**config.mk**
```make
export PLATFORM = sky130hd
export DESIGN_NAME = gregorian_date_add_days
export DESIGN_NICKNAME = d
export VERILOG_FILES = /design/src/sv/gdad_pkg.sv /design/src/sv/gregorian_date_add_days.sv /design/src/sv/gdad_ctrl.sv /design/src/sv/gdad_dp.sv
export SDC_FILE = /design/constraint.sdc
export NUM_CORES = 1
export LEC_CHECK = 0
export BUFFER_PORTS_ARGS = -buffer_cell sky130_fd_sc_hd__buf_4
export CAP_MARGIN = 30
export CORE_MARGIN = 5
export CORE_UTILIZATION = 55
export DETAILED_ROUTE_END_ITERATION = 8
export GPL_TIMING_DRIVEN = 0
export PLACE_DENSITY = 0.83
export SYNTH_ARGS = -nofsm -noshare
export SYNTH_HDL_FRONTEND = slang
export SYNTH_SLANG_ARGS = --single-unit
```
**constraint.sdc**
```tcl
create_clock -name clk -period 10.3 [get_ports clk]
set_input_delay 1.545 -clock clk [delete_from_list [all_inputs] [get_ports clk]]
set_output_delay 1.545 -clock clk [all_outputs]
set_load 0.02 [all_outputs]
```
**src/sv/gdad_pkg.sv**
```systemverilog
// Package for the Gregorian date adder: transaction types, status codes,
// controller/datapath command and status types and calendar lookup functions.
// No dependencies.
package gdad_pkg;

    // Largest year that the calendar covers.
    localparam logic [13:0] YEAR_MAX = 14'd9999;

    // Reciprocal of 100 for the start year: q = (y * RECIP_100) >> RECIP_SHIFT.
    localparam logic [12:0] RECIP_100   = 13'd5243;
    localparam int          RECIP_SHIFT = 19;

    // Result status codes.
    localparam logic [1:0] ST_OK       = 2'd0;
    localparam logic [1:0] ST_OVERFLOW = 2'd1;
    localparam logic [1:0] ST_INVALID  = 2'd2;

    // Input transaction.
    typedef struct packed {
        logic [13:0] start_year;
        logic [3:0]  start_month;
        logic [4:0]  start_day;
        logic [15:0] days_to_add;
    } in_t;

    // Result transaction.
    typedef struct packed {
        logic [13:0] new_year;
        logic [3:0]  new_month;
        logic [4:0]  new_day;
        logic [1:0]  status;
    } out_t;

    // Commands from the controller to the datapath.
    typedef struct packed {
        logic load;    // capture a new transaction
        logic quot;    // register year / 100
        logic rem;     // register year % 100 and the century bits
        logic check;   // validate and form the day count
        logic step;    // one month of the walk
    } dp_cmd_t;

    // Status from the datapath to the controller.
    typedef struct packed {
        logic invalid;  // start date is not a real date
        logic fits;     // remaining days fall in the current month
        logic overflow; // the walk would pass December of the last year
    } dp_stat_t;

    // Leap rule from incrementally kept residues: the low two year bits,
    // the year modulo 100 and the low two bits of the century number.
    function automatic logic is_leap(logic [1:0] year_lo, logic [6:0] rem100,
                                     logic [1:0] cent_lo);
        logic by4;
        logic cent;
        by4  = (year_lo == 2'd0);
        cent = (rem100 == 7'd0);
        return (by4 && !cent) || (cent && (cent_lo == 2'd0));
    endfunction

    // Length of a month; zero for a code that is not a month.
    function automatic logic [4:0] month_len(logic [3:0] m, logic leap);
        logic [4:0] len;
        unique case (m)
            4'd1, 4'd3, 4'd5, 4'd7, 4'd8, 4'd10, 4'd12: len = 5'd31;
            4'd4, 4'd6, 4'd9, 4'd11:                    len = 5'd30;
            4'd2:                                       len = leap ? 5'd29 : 5'd28;
            default:                                    len = 5'd0;
        endcase
        return len;
    endfunction

    // Days in the months before month m of a common year.
    function automatic logic [8:0] days_before(logic [3:0] m);
        logic [8:0] d;
        unique case (m)
            4'd2:    d = 9'd31;
            4'd3:    d = 9'd59;
            4'd4:    d = 9'd90;
            4'd5:    d = 9'd120;
            4'd6:    d = 9'd151;
            4'd7:    d = 9'd181;
            4'd8:    d = 9'd212;
            4'd9:    d = 9'd243;
            4'd10:   d = 9'd273;
            4'd11:   d = 9'd304;
            4'd12:   d = 9'd334;
            default: d = 9'd0;
        endcase
        return d;
    endfunction

endpackage

```
**src/sv/gregorian_date_add_days.sv**
```systemverilog
// Top level of the Gregorian date adder: controller plus datapath.
// Depends on gdad_pkg, gdad_ctrl and gdad_dp.
//
//  Channel   Handshake             Payload            Direction
//  -------   -------------------   ----------------   ---------
//  request   start, busy           item   (in_t)      in
//  result    done (one cycle)      result (out_t)     out
//
// A transaction is taken when start is high and busy is low.
// An accepted transaction passes the quotient, remainder and check states, then the
// walk loop, which steps one month per cycle, and ends in the finish state.
// An invalid start date skips the walk and goes from check straight to finish.
// Reset returns the controller to idle; no result is pending after reset.
// The result is shown on done for exactly one cycle; the receiver cannot stall.
module gregorian_date_add_days (
    input  logic            clk,
    input  logic            rst_n,
    input  logic            start,
    input  gdad_pkg::in_t   item,
    output logic            busy,
    output logic            done,
    output gdad_pkg::out_t  result
);
    import gdad_pkg::*;

    dp_cmd_t  cmd;
    dp_stat_t stat;

    // Sequencer.
    gdad_ctrl u_ctrl (
        .clk   (clk),
        .rst_n (rst_n),
        .start (start),
        .stat  (stat),
        .cmd   (cmd),
        .busy  (busy),
        .done  (done)
    );

    // Arithmetic and result register.
    gdad_dp u_dp (
        .clk    (clk),
        .item   (item),
        .cmd    (cmd),
        .stat   (stat),
        .result (result)
    );

`ifndef SYNTH
    // An accepted transaction makes the block busy in the next cycle.
    a_accept_busy: assert property (@(posedge clk) disable iff (!rst_n)
        (start && !busy) |=> busy)
        else $error("block not busy after accepting a transaction");

    // A result strobe lasts exactly one cycle.
    a_done_pulse: assert property (@(posedge clk) disable iff (!rst_n)
        done |=> !done)
        else $error("done held longer than one cycle");

    // The result is strobed only while the block still holds the transaction.
    a_done_busy: assert property (@(posedge clk) disable iff (!rst_n)
        done |-> busy)
        else $error("done without a transaction in flight");

    // A good result carries a real month and day.
    a_ok_date: assert property (@(posedge clk) disable iff (!rst_n)
        (done && (result.status == ST_OK)) |->
            (result.new_month >= 4'd1) && (result.new_month <= 4'd12) &&
            (result.new_day != 5'd0) && (result.new_year != 14'd0))
        else $error("ok result with an impossible date");
`endif

endmodule

```
**src/sv/gdad_ctrl.sv**
```systemverilog
// Controller state machine of the Gregorian date adder.
// Sequences load, residue setup, validation and the month walk.
// Depends on gdad_pkg.
module gdad_ctrl (
    input  logic                clk,
    input  logic                rst_n,
    input  logic                start,
    input  gdad_pkg::dp_stat_t  stat,
    output gdad_pkg::dp_cmd_t   cmd,
    output logic                busy,
    output logic                done
);
    import gdad_pkg::*;

    typedef enum logic [5:0] {
        S_IDLE  = 6'b000001,
        S_QUOT  = 6'b000010,
        S_REM   = 6'b000100,
        S_CHECK = 6'b001000,
        S_WALK  = 6'b010000,
        S_FIN   = 6'b100000
    } state_t;

    state_t state_reg;
    state_t state_next;

    // Next state and commands.
    always_comb
    begin
        state_next = state_reg;
        cmd        = '0;
        unique case (state_reg)
            S_IDLE:
            begin
                if (start)
                begin
                    cmd.load   = 1'b1;
                    state_next = S_QUOT;
                end
            end
            S_QUOT:
            begin
                cmd.quot   = 1'b1;
                state_next = S_REM;
            end
            S_REM:
            begin
                cmd.rem    = 1'b1;
                state_next = S_CHECK;
            end
            S_CHECK:
            begin
                cmd.check  = 1'b1;
                state_next = stat.invalid ? S_FIN : S_WALK;
            end
            S_WALK:
            begin
                cmd.step = 1'b1;
                if (stat.fits || stat.overflow)
                begin
                    state_next = S_FIN;
                end
            end
            S_FIN:
            begin
                state_next = S_IDLE;
            end
            default:
            begin
                state_next = S_IDLE;
            end
        endcase
    end

    // State register.
    always_ff @(posedge clk or negedge rst_n)
    begin
        if (!rst_n)
        begin
            state_reg <= S_IDLE;
        end
        else
        begin
            state_reg <= state_next;
        end
    end

    assign busy = (state_reg != S_IDLE);
    assign done = (state_reg == S_FIN);

endmodule

```
**src/sv/gdad_dp.sv**
```systemverilog
// Datapath of the Gregorian date adder: input capture, year residues for the
// leap rule, validation, day-of-year count and the month-by-month walk.
// Depends on gdad_pkg.
module gdad_dp (
    input  logic               clk,
    input  gdad_pkg::in_t      item,
    input  gdad_pkg::dp_cmd_t  cmd,
    output gdad_pkg::dp_stat_t stat,
    output gdad_pkg::out_t     result
);
    import gdad_pkg::*;

    in_t         in_reg;
    logic [7:0]  quot_reg;
    logic [6:0]  rem100_reg;
    logic [1:0]  cent_reg;
    logic [13:0] year_reg;
    logic [3:0]  month_reg;
    logic [16:0] remain_reg;
    out_t        result_reg;

    logic [26:0] recip_prod;
    logic [14:0] hund_prod;
    logic [14:0] rem_diff;
    logic        leap;
    logic [4:0]  start_len;
    logic [4:0]  walk_len;
    logic        start_ok;
    logic [8:0]  days_prior;
    logic [16:0] doy_sum;

    // Year divided by 100 through a reciprocal multiply, then the remainder.
    assign recip_prod = in_reg.start_year * RECIP_100;
    assign hund_prod  = quot_reg * 7'd100;
    assign rem_diff   = {1'b0, in_reg.start_year} - hund_prod;

    // Leap flag of the year held in year_reg.
    assign leap = is_leap(year_reg[1:0], rem100_reg, cent_reg);

    // Start date validation.
    assign start_len = month_len(in_reg.start_month, leap);
    assign start_ok  = (in_reg.start_year != 14'd0) && (in_reg.start_year <= YEAR_MAX) &&
                       (start_len != 5'd0) && (in_reg.start_day != 5'd0) &&
                       (in_reg.start_day <= start_len);

    // Day of the year plus the days to add.
    assign days_prior = days_before(in_reg.start_month) +
                        {8'd0, (leap && (in_reg.start_month > 4'd2))};
    assign doy_sum    = {12'd0, in_reg.start_day} + {8'd0, days_prior} +
                        {1'b0, in_reg.days_to_add};

    // Walk status.
    assign walk_len      = month_len(month_reg, leap);
    assign stat.invalid  = !start_ok;
    assign stat.fits     = (remain_reg <= {12'd0, walk_len});
    assign stat.overflow = !stat.fits && (month_reg == 4'd12) && (year_reg == YEAR_MAX);

    // Datapath registers.
    always_ff @(posedge clk)
    begin
        if (cmd.load)
        begin
            in_reg <= item;
        end
        if (cmd.quot)
        begin
            quot_reg <= recip_prod[RECIP_SHIFT +: 8];
        end
        if (cmd.rem)
        begin
            rem100_reg <= rem_diff[6:0];
            cent_reg   <= quot_reg[1:0];
            year_reg   <= in_reg.start_year;
        end
        if (cmd.check)
        begin
            remain_reg <= doy_sum;
            month_reg  <= 4'd1;
            if (!start_ok)
            begin
                result_reg <= '{new_year: 14'd0, new_month: 4'd0, new_day: 5'd0,
                                status: ST_INVALID};
            end
        end
        if (cmd.step)
        begin
            priority if (stat.fits)
            begin
                result_reg <= '{new_year: year_reg, new_month: month_reg,
                                new_day: remain_reg[4:0], status: ST_OK};
            end
            else if (stat.overflow)
            begin
                result_reg <= '{new_year: YEAR_MAX, new_month: 4'd12, new_day: 5'd31,
                                status: ST_OVERFLOW};
            end
            else
            begin
                remain_reg <= remain_reg - {12'd0, walk_len};
                if (month_reg == 4'd12)
                begin
                    // Year rollover keeps the leap residues in step.
                    month_reg <= 4'd1;
                    year_reg  <= year_reg + 14'd1;
                    if (rem100_reg == 7'd99)
                    begin
                        rem100_reg <= 7'd0;
                        cent_reg   <= cent_reg + 2'd1;
                    end
                    else
                    begin
                        rem100_reg <= rem100_reg + 7'd1;
                    end
                end
                else
                begin
                    month_reg <= month_reg + 4'd1;
                end
            end
        end
    end

    assign result = result_reg;

endmodule
```
==> impl_metrics.json, run 1 <==
{
  "status": "finished clean",
  "cts_made_buffers": 17,
  "ant_nets": 0,
  "syn-cell-area_um2": 10300,
  "netlist.area_leader.share": 0.183,
  "viasPerCell": 5.84,
  "fin_crit_sh": 0.544,
  "instances_no_fill": 1398,
  "period_needed_ns": 5.61,
  "async_reset_ff_frac": 0.0469,
  "netlist_top_cells_area": "ha_1 18%, dfxtp_1 15%, edfxtp_1 13%, fa_1 13%, inv_1 5.8%",
  "grt.total_usage": 0.223,
  "drt_iter0_markers": 688,
  "cts_resized": 0,
  "ctsRootBufferMaster": "clkbuf_16",
  "cp_max_fo": 8,
  "clock_latency_ns": 0.43,
  "cts.sinks": 128,
  "synth_cells": 1063,
  "grt_max_degree": 32,
  "slew_headroom": 0.481,
  "syn_nets": 1321,
  "grt-ovfl-total": 0,
  "cts_post_setup_buffers_inserted": 0,
  "yosysWarningCount": 0,
  "grt_first_pass_wirelength_um": 38900,
  "hold_violations": 0,
  "num_rows": 50,
  "fp.dieH_um": 147,
  "cts_hold_buf": 0,
  "cts.clk_slew.worst_paths_ns": 0.06,
  "num_io_pins": 69,
  "setup.worst_path.class": "reg2reg",
  "drv_slew": 0,
  "grt_pass1_vias": 8170,
  "synth_seq_cells": 128,
  "start_util": 0.553,
  "max_freq_mhz": 178,
  "rsz0062_at_grt": "no",
  "setup_viol": 0,
  "hold_class": "reg2reg",
  "synth_flop_cell": "dfxtp_1",
  "worstSetupEndpointType": "register",
  "drc_errors": 0,
  "syn_to_final_growth_pct": 13.8,
  "largest_reg_flops": 39,
  "dieArea_um2": 21500,
  "tns_ns": 0,
  "yosysTopAreaCell": "ha_1",
  "dp.cells": 1366,
  "fillers": 1441,
  "start_kind": "register",
  "gp_congestion": 0.935,
  "cts-htree-levels": 4,
  "tightest_slew_ns": 0.777,
  "die_w_um": 147,
  "vias": 8166,
  "drtPass1Iterations": 6,
  "synth_cell_types": 73,
  "cts_tree": "built",
  "synth_edf_count": 44,
  "skew_ns": 0.0117,
  "syn_avg_cell_area_um2": 9.67,
  "port-buffer-count": 68,
  "dp_hpwl_um": 18700,
  "cp.arrival_ns": 5.78,
  "cts_buffer_depth": 2,
  "antenna_found_initial": 0,
  "drive_above_1_share": 0.119,
  "cap_viol_max_count": 0,
  "insertedDiodeCount": 0,
  "yosysSeqAreaShare": 0.295,
  "drt-total-wl_um": 24000,
  "finalNetCount": 1409,
  "coreArea_um2": 18600,
  "required_ns": 10.48,
  "wl_per_cell_um": 17.2
}
## final timing paths
path	cells after the start	to	start	slack, ns
max in group asynchronous	1	u_ctrl.state_reg[0]$_DFFE_PN1P_	rst_n	9.19
min in group asynchronous	1	u_ctrl.state_reg[1]$_DFFE_PN0P_	rst_n	0.90
min	2	u_dp.result[1]$_DFF_P_	u_dp.result[1]$_DFF_P_	0.46
max	17	u_dp.quot_reg[4]$_DFFE_PP_	u_dp.in_reg[33]$_DFFE_PP_	4.69
max reg2reg	17	u_dp.quot_reg[4]$_DFFE_PP_	u_dp.in_reg[33]$_DFFE_PP_	4.69
min reg2reg	2	u_dp.result[1]$_DFF_P_	u_dp.result[1]$_DFF_P_	0.46
## worst max-delay path: stages, from the launching register on
cell and delay [ns]:
edfxtp_1 0.62, ha_1 0.42, inv_1 0.06, fa_1 0.49
inv_1 0.06, fa_1 0.50, inv_1 0.05, fa_1 0.46
fa_1 0.55, inv_1 0.04, ha_1 0.22, or4_1 0.47
a221o_1 0.27, a31oi_1 0.35, nor3_1 0.14, or3_4 0.41
a21oi_2 0.17, xnor2_1 0.09
## cells in the mapped netlist (all sizes together), types with 6 or more instances
master / n
nor3: 17
a22o: 8
a21o: 12
o211ai: 9
a22oi: 10
inv: 160
mux2i: 8
dfxtp: 78
xnor2: 32
o21a: 8
o221a: 8
edfxtp: 44
nand4: 10
nor2: 50
nand2: 75
a21oi: 61
buf: 9
nand2b: 12
ha: 150
or3: 6
o21ai: 49
a31oi: 8
a211oi: 9
xor2: 11
nand3: 28
and3: 15
fa: 66
nor4: 10
clkbuf: 12
o31ai: 7
## layer usage
| layer | GRT usage | share of wire | vias to the layer above |
|---|---|---|---|
| met1 | 0.294 | 0.43 | 3915 |
| met5 | 0 | 0 | - |
| met4 | 0.0880 | 0.024 | 0 |
| li1 | - | - | 3900 |
| met2 | 0.369 | 0.48 | 295 |
| met3 | 0.0361 | 0.060 | 56 |
## placed cells by master (no fill, tap or decap), types with 7 or more instances in the layout
cell type / instances
mux2i_1: 7
fa_1: 66
xnor2_1: 32
nor4_1: 9
a21oi_1: 59
a22o_1: 8
nor3_1: 14
buf_4: 69
a21o_1: 11
clkbuf_16: 18
clkbuf_1: 12
o31ai_1: 7
edfxtp_1: 44
o211ai_1: 9
a22oi_1: 10
ha_1: 150
and3_1: 15
xor2_1: 11
nor2_1: 49
nand2_1: 74
a211oi_1: 9
nand3_1: 28
nand4_1: 10
nand2b_1: 12
inv_6: 8
a31oi_1: 8
inv_1: 160
buf_2: 8
o221a_2: 8
o21ai_0: 47
o21a_1: 7
dfxtp_1: 78
## cells by family (layout without fill, tap and decap cells)
family,after synthesis,after routing,synth area share
DFF,128,128,0.295
adders and majority gates,217,217,0.312
muxes,11,11,0.0114
xor gates and xnor gates,43,43,0.0366
and+or+nand+nor,249,249,0.123
AOI/OAI and AO/OA,234,234,0.154
buffers and inverters,181,282,0.0674
## final cells by class
class | count | area, um^2 | share of cell area
plain buffers | 21 | 92.6 | 0.00792
clock inverters | 13 | 135 | 0.0116
well taps | 234 | 293 | 0.0250
multi-input cells | 754 | 6550 | 0.560
inverters | 160 | 601 | 0.0514
repair buffers | 69 | 531 | 0.0454
flip-flops and latches | 128 | 3030 | 0.260
clock buffers | 19 | 455 | 0.0390
## metrics by stage
| stage | area [um^2] | hold WS [ns] | utilization | setup slack [ns] |
|---|---|---|---|---|
| floorplan | 10300 | 0.435 | - | 5.30 |
| global placement | 11100 | 0.445 | 0.596 | 4.81 |
| detailed placement | 11100 | 0.450 | 0.597 | 4.76 |
| CTS | 11700 | 0.460 | 0.629 | 4.73 |
| global route | 11700 | 0.477 | 0.629 | 4.55 |
| finish | 11700 | 0.456 | 0.629 | 4.69 |
Power of run 1 is left out: the tool's default activity adds up to more than one toggle a clock period on the data nets, which glitch-free logic cannot reach.
==> inputs of run 2 (changes only) <==
--- a/config.mk
+++ b/config.mk
@@ -11,7 +11,7 @@
 export CORE_UTILIZATION = 55
 export DETAILED_ROUTE_END_ITERATION = 8
 export GPL_TIMING_DRIVEN = 0
-export PLACE_DENSITY = 0.83
+export PLACE_DENSITY = 0.85
 export SYNTH_ARGS = -nofsm -noshare
 export SYNTH_HDL_FRONTEND = slang
 export SYNTH_SLANG_ARGS = --single-unit
==> constraint.sdc (replaced) <==
create_clock -name clk -period 5.15 [get_ports clk]
set_input_delay 0.7725 -clock clk [delete_from_list [all_inputs] [get_ports clk]]
set_output_delay 0.7725 -clock clk [all_outputs]
set_load 0.02 [all_outputs]
==> run 2 against run 1 <==
Against the previous run: the run now ends with setup timing left; global-route usage is 1.7 points higher; count of clock-buffer cells in the layout decreased by 1; first-iteration DRC count up 27%; via count up 4.8%; die area unchanged.
==> impl_metrics.json, run 2 (same netlist as run 1, synthesis figures left out) <==
{
  "hold_ws_ns": 0.134,
  "die_w_um": 147,
  "period_needed_ns": 5.17,
  "skew_ns": 0.0114,
  "largest_reg_flops": 39,
  "cts_hold_buf": 0,
  "start_kind": "register",
  "cap_viol_max_count": 0,
  "clock_latency_ns": 0.43,
  "use_met2": 0.399,
  "grt_pass1_vias": 8306,
  "insertedDiodeCount": 0,
  "drt-total-wl_um": 27100,
  "drtPass1Iterations": 6,
  "fp.dieH_um": 147,
  "worstSetupEndpointType": "register",
  "violations": "setup timing",
  "setup_viol": 1,
  "drv_slew": 0,
  "fillers": 1338,
  "start_util": 0.553,
  "cts_made_buffers": 17,
  "drt_iter0_markers": 876,
  "use_met1": 0.314,
  "cp.arrival_ns": 5.35,
  "cts_buffer_depth": 2,
  "antenna_found_initial": 0,
  "cp_max_fo": 3,
  "cts.sinks": 128,
  "drc_errors": 0,
  "cts_tree": "built",
  "rsz0062_at_grt": "yes",
  "finalWorstSetupSlack_ns": -0.0207,
  "num_rows": 50,
  "wl_per_cell_um": 18.9,
  "ctsRootBufferMaster": "clkbuf_16",
  "fin_crit_sh": 1.00,
  "setup.worst_path.class": "reg2reg",
  "seqCellArea_um2": 3030,
  "drive_above_1_share": 0.169,
  "vias": 8555,
  "status": "finished, violations left",
  "ant_nets": 0,
  "finalNetCount": 1446,
  "tightest_slew_ns": 0.834,
  "grt_max_degree": 24,
  "multi_input_area_um2": 6710,
  "grt-ovfl-total": 0,
  "cts-htree-levels": 4,
  "max_freq_mhz": 193,
  "dieArea_um2": 21500,
  "dp_hpwl_um": 19300,
  "grt_first_pass_wirelength_um": 41600,
  "slew_headroom": 0.443,
  "grtUsageMet3": 0.0364,
  "busiest_layer": "met2",
  "final_cell_mix": "152 x inv_1, 141 x ha_1, 100 x buf_4, 78 x dfxtp_1, 74 x nand2_1",
  "hold_violations": 0,
  "coreArea_um2": 18600,
  "required_ns": 5.33,
  "hold_class": "in2async",
  "tns_ns": -0.0207,
  "viasPerCell": 5.96,
  "num_io_pins": 69,
  "dp_slack_ns": -0.405,
  "syn_to_final_growth_pct": 18.5,
  "final_util": 0.655,
  "port-buffer-count": 68,
  "final_common_cell": "inv_1",
  "gp_congestion": 0.890,
  "grt.total_usage": 0.240,
  "cts.clk_slew.worst_paths_ns": 0.06
}
## run 2: worst max-delay path, cell delays in order (launching register included)
cell and delay, ns:
edfxtp_1 0.47, ha_4 0.32, inv_2 0.04, fa_1 0.50, inv_2 0.05, fa_1 0.49, inv_2 0.04, fa_1 0.47
fa_1 0.51, inv_1 0.05, ha_2 0.17, or4_1 0.50, a221o_1 0.31, a31oi_4 0.22, nor3_4 0.07, or3_4 0.44
a21oi_4 0.17, xnor2_1 0.10
## run 2: layer usage
| metal | part of all wire | up-vias |
|---|---|---|
| met5 | 0 | - |
| met4 | 0.037 | 0 |
| met3 | 0.058 | 70 |
| met2 | 0.49 | 345 |
| met1 | 0.41 | 4157 |
| li1 | - | 3983 |
## run 2: final timing paths
kind | cells past startpoint | endpoint | slack (ns) | start
max | 17 | u_dp.quot_reg[4]$_DFFE_PP_ | -0.02 | u_dp.in_reg[33]$_DFFE_PP_
min reg2reg | 2 | u_dp.result[5]$_DFF_P_ | 0.46 | u_dp.result[5]$_DFF_P_
min | 1 | u_ctrl.state_reg[5]$_DFFE_PN0P_ | 0.13 | rst_n
max reg2reg | 17 | u_dp.quot_reg[4]$_DFFE_PP_ | -0.02 | u_dp.in_reg[33]$_DFFE_PP_
max in group asynchronous | 1 | u_ctrl.state_reg[0]$_DFFE_PN1P_ | 4.81 | rst_n
min in group clk | 2 | u_dp.result[5]$_DFF_P_ | 0.46 | u_dp.result[5]$_DFF_P_
## run 2: area by class of cell
class / count / share of cell area
buffer: 21 / 0.00760
clock buffer: 18 / 0.0352
clock inverter: 14 / 0.0140
inverter: 160 / 0.0497
multi-input combinational: 754 / 0.551
sequential: 128 / 0.249
tap: 234 / 0.0240
timing repair buffer: 106 / 0.0696
## run 2: through the flow
stage / instance area (um^2) / cells
floorplan: 10300 / 1063
global placement: 11100 / 1365
detailed placement: 11100 / 1366
CTS: 11900 / 1416
global route: 12200 / 1435
finish: 12200 / 1435
## run 2: timing repair
item / CTS / global route
resized for setup: 7 / 37
setup buffers: 18 / 19
setup endpoints to repair: 5 / 11
pin swaps: 0 / 19
hold endpoints to repair: 0 / 0
Power of run 2 is left out for the same reason.
==> inputs of run 3 (changes only) <==
--- a/config.mk
+++ b/config.mk
@@ -12,6 +12,8 @@
 export DETAILED_ROUTE_END_ITERATION = 8
 export GPL_TIMING_DRIVEN = 0
 export PLACE_DENSITY = 0.85
+export RECOVER_POWER = 100
+export SLEW_MARGIN = 20
 export SYNTH_ARGS = -nofsm -noshare
 export SYNTH_HDL_FRONTEND = slang
 export SYNTH_SLANG_ARGS = --single-unit
==> run 3 against run 2 <==
Against the previous run: the flow finishes with violations (capacitance limit, slew limit, setup timing); largest cell class unchanged; design area decreased by 1.4%; via count is essentially flat; sequential cell count stayed put; critical path depth stayed put; count of clock-buffer cells in the layout unchanged; critical endpoint unchanged; routed wire length up 0.36%; utilization down 0.91 points; maximum frequency decreased by 0.22%; register-to-register slack is essentially flat; final cell count unchanged; die area unchanged.
==> impl_metrics.json, run 3 (same netlist as run 1, synthesis figures left out) <==
{
  "status": "finished, violations left",
  "violations": "capacitance limit, slew limit, setup timing",
  "cp_max_fo": 3,
  "cpPeakStageDelay_ns": 0.51,
  "coreArea_um2": 18600,
  "setup.worst_path.class": "reg2reg",
  "period_needed_ns": 5.18,
  "wl_per_cell_um": 19.0,
  "path_buf_inv": 4,
  "drt-total-wl_um": 27200,
  "die_w_um": 147,
  "instances_no_fill": 1435,
  "start_kind": "register",
  "cts_buffer_depth": 2,
  "grt_pass1_vias": 8306,
  "cts.sinks": 128,
  "tightest_slew_ns": 2.32,
  "finalNetCount": 1446,
  "required_ns": 5.33,
  "crit_family": "adder cells",
  "drive_above_1_share": 0.128,
  "drtPass1Iterations": 6,
  "cts.clk_slew.worst_paths_ns": 0.06,
  "start_util": 0.553,
  "final_cell_mix": "152 x inv_1, 141 x ha_1, 78 x dfxtp_1, 74 x nand2_1, 63 x fa_1",
  "final_common_cell": "inv_1",
  "fp.dieH_um": 147,
  "dp_hpwl_um": 19300,
  "reg2regPathDepth": 17,
  "tns_ns": -0.0318,
  "antenna_found_initial": 0,
  "fillers": 1406,
  "dieArea_um2": 21500,
  "skew_ns": 0.0111,
  "gp_congestion": 0.890,
  "path_depth": 17,
  "fin_crit_sh": 1.01,
  "grt_max_degree": 24,
  "finalWorstSetupSlack_ns": -0.0318,
  "hold_violations": 0,
  "clock_latency_ns": 0.44,
  "vias": 8563,
  "cap_viol_max_count": 1,
  "crit_top_cell": "fa_1",
  "rsz0062_at_grt": "yes",
  "num_io_pins": 69,
  "num_rows": 50,
  "cp.arrival_ns": 5.36,
  "drv_slew": 22,
  "slew_headroom": -0.553,
  "port-buffer-count": 68,
  "cts_hold_buf": 0,
  "syn_to_final_growth_pct": 16.8,
  "max_freq_mhz": 193,
  "slowest_stage": "fa_1",
  "grt_first_pass_wirelength_um": 41600,
  "ant_nets": 0,
  "setup_viol": 1,
  "largest_reg_flops": 39,
  "drt_iter0_markers": 846,
  "crit_chain": "ha_4, inv_2, fa_1, inv_2, fa_1, inv_2, fa_1, fa_1, inv_1, ha_2, or4_1, a221o_1, a31oi_4, nor3_4, or3_4, a21oi_4, xnor2_1",
  "grt.total_usage": 0.240,
  "insertedDiodeCount": 0,
  "dp_slack_ns": -0.405,
  "dp.cells": 1366,
  "cts-htree-levels": 4,
  "hold_ws_ns": 0.197,
  "cts_tree": "built",
  "hold_class": "in2async",
  "cts_made_buffers": 17,
  "worstSetupEndpointType": "register",
  "drc_errors": 0,
  "viasPerCell": 5.97,
  "ctsRootBufferMaster": "clkbuf_16",
  "grt-ovfl-total": 0
}
run 3: worst reg2reg max path, cell delays in order (launching register included):
cell and delay (ns):
edfxtp_1 0.47, ha_4 0.32, inv_2 0.04, fa_1 0.50
inv_2 0.05, fa_1 0.49, inv_2 0.04, fa_1 0.47
fa_1 0.51, inv_1 0.05, ha_2 0.17, or4_1 0.50
a221o_1 0.31, a31oi_4 0.23, nor3_4 0.07, or3_4 0.44
a21oi_4 0.17, xnor2_1 0.10
run 3: area by class of cell:
type                       instances  area [um^2]  share of cell area
timing repair buffer             106          731              0.0609
inverter                         160          606              0.0504
clock inverter                    14          170              0.0142
buffer                            21         80.1             0.00667
multi-input combinational        754         6670               0.555
sequential                       128         3030               0.253
clock buffer                      18          429              0.0357
tap                              234          293              0.0244
run 3: through the flow:
step            util  cell area, um^2
2_1_floorplan      -            10300
3_3_place_gp   0.596            11100
3_5_place_dp   0.598            11100
4_1_cts        0.638            11900
5_1_grt        0.646            12000
6_report       0.646            12000
run 3: path summary, 6_finish.rpt:
check | start | to | slack [ns]
min in group clk | u_dp.result[5]$_DFF_P_ | u_dp.result[5]$_DFF_P_ | 0.45
worst max register to register | u_dp.in_reg[33]$_DFFE_PP_ | u_dp.quot_reg[4]$_DFFE_PP_ | -0.03
worst min register to register | u_dp.result[5]$_DFF_P_ | u_dp.result[5]$_DFF_P_ | 0.45
worst max-delay path | u_dp.in_reg[33]$_DFFE_PP_ | u_dp.quot_reg[4]$_DFFE_PP_ | -0.03
worst min-delay path | rst_n | u_ctrl.state_reg[5]$_DFFE_PN0P_ | 0.20
max in group asynchronous | rst_n | u_ctrl.state_reg[0]$_DFFE_PN1P_ | 4.66
run 3: routing by layer:
layer	routed length [um]	GRT usage
met3	1870	0.0364
met1	11000	0.314
met2	13300	0.399
met4	1030	0.103
met5	0	0
run 3: timing repair:
action | in CTS | in global routing
resized for setup | 7 | 37
endpoints found under the setup margin | 5 | 11
pin swaps | 0 | 19
setup buffers | 18 | 19
hold endpoints to repair | 0 | 0
Power of run 3 is left out for the same reason.
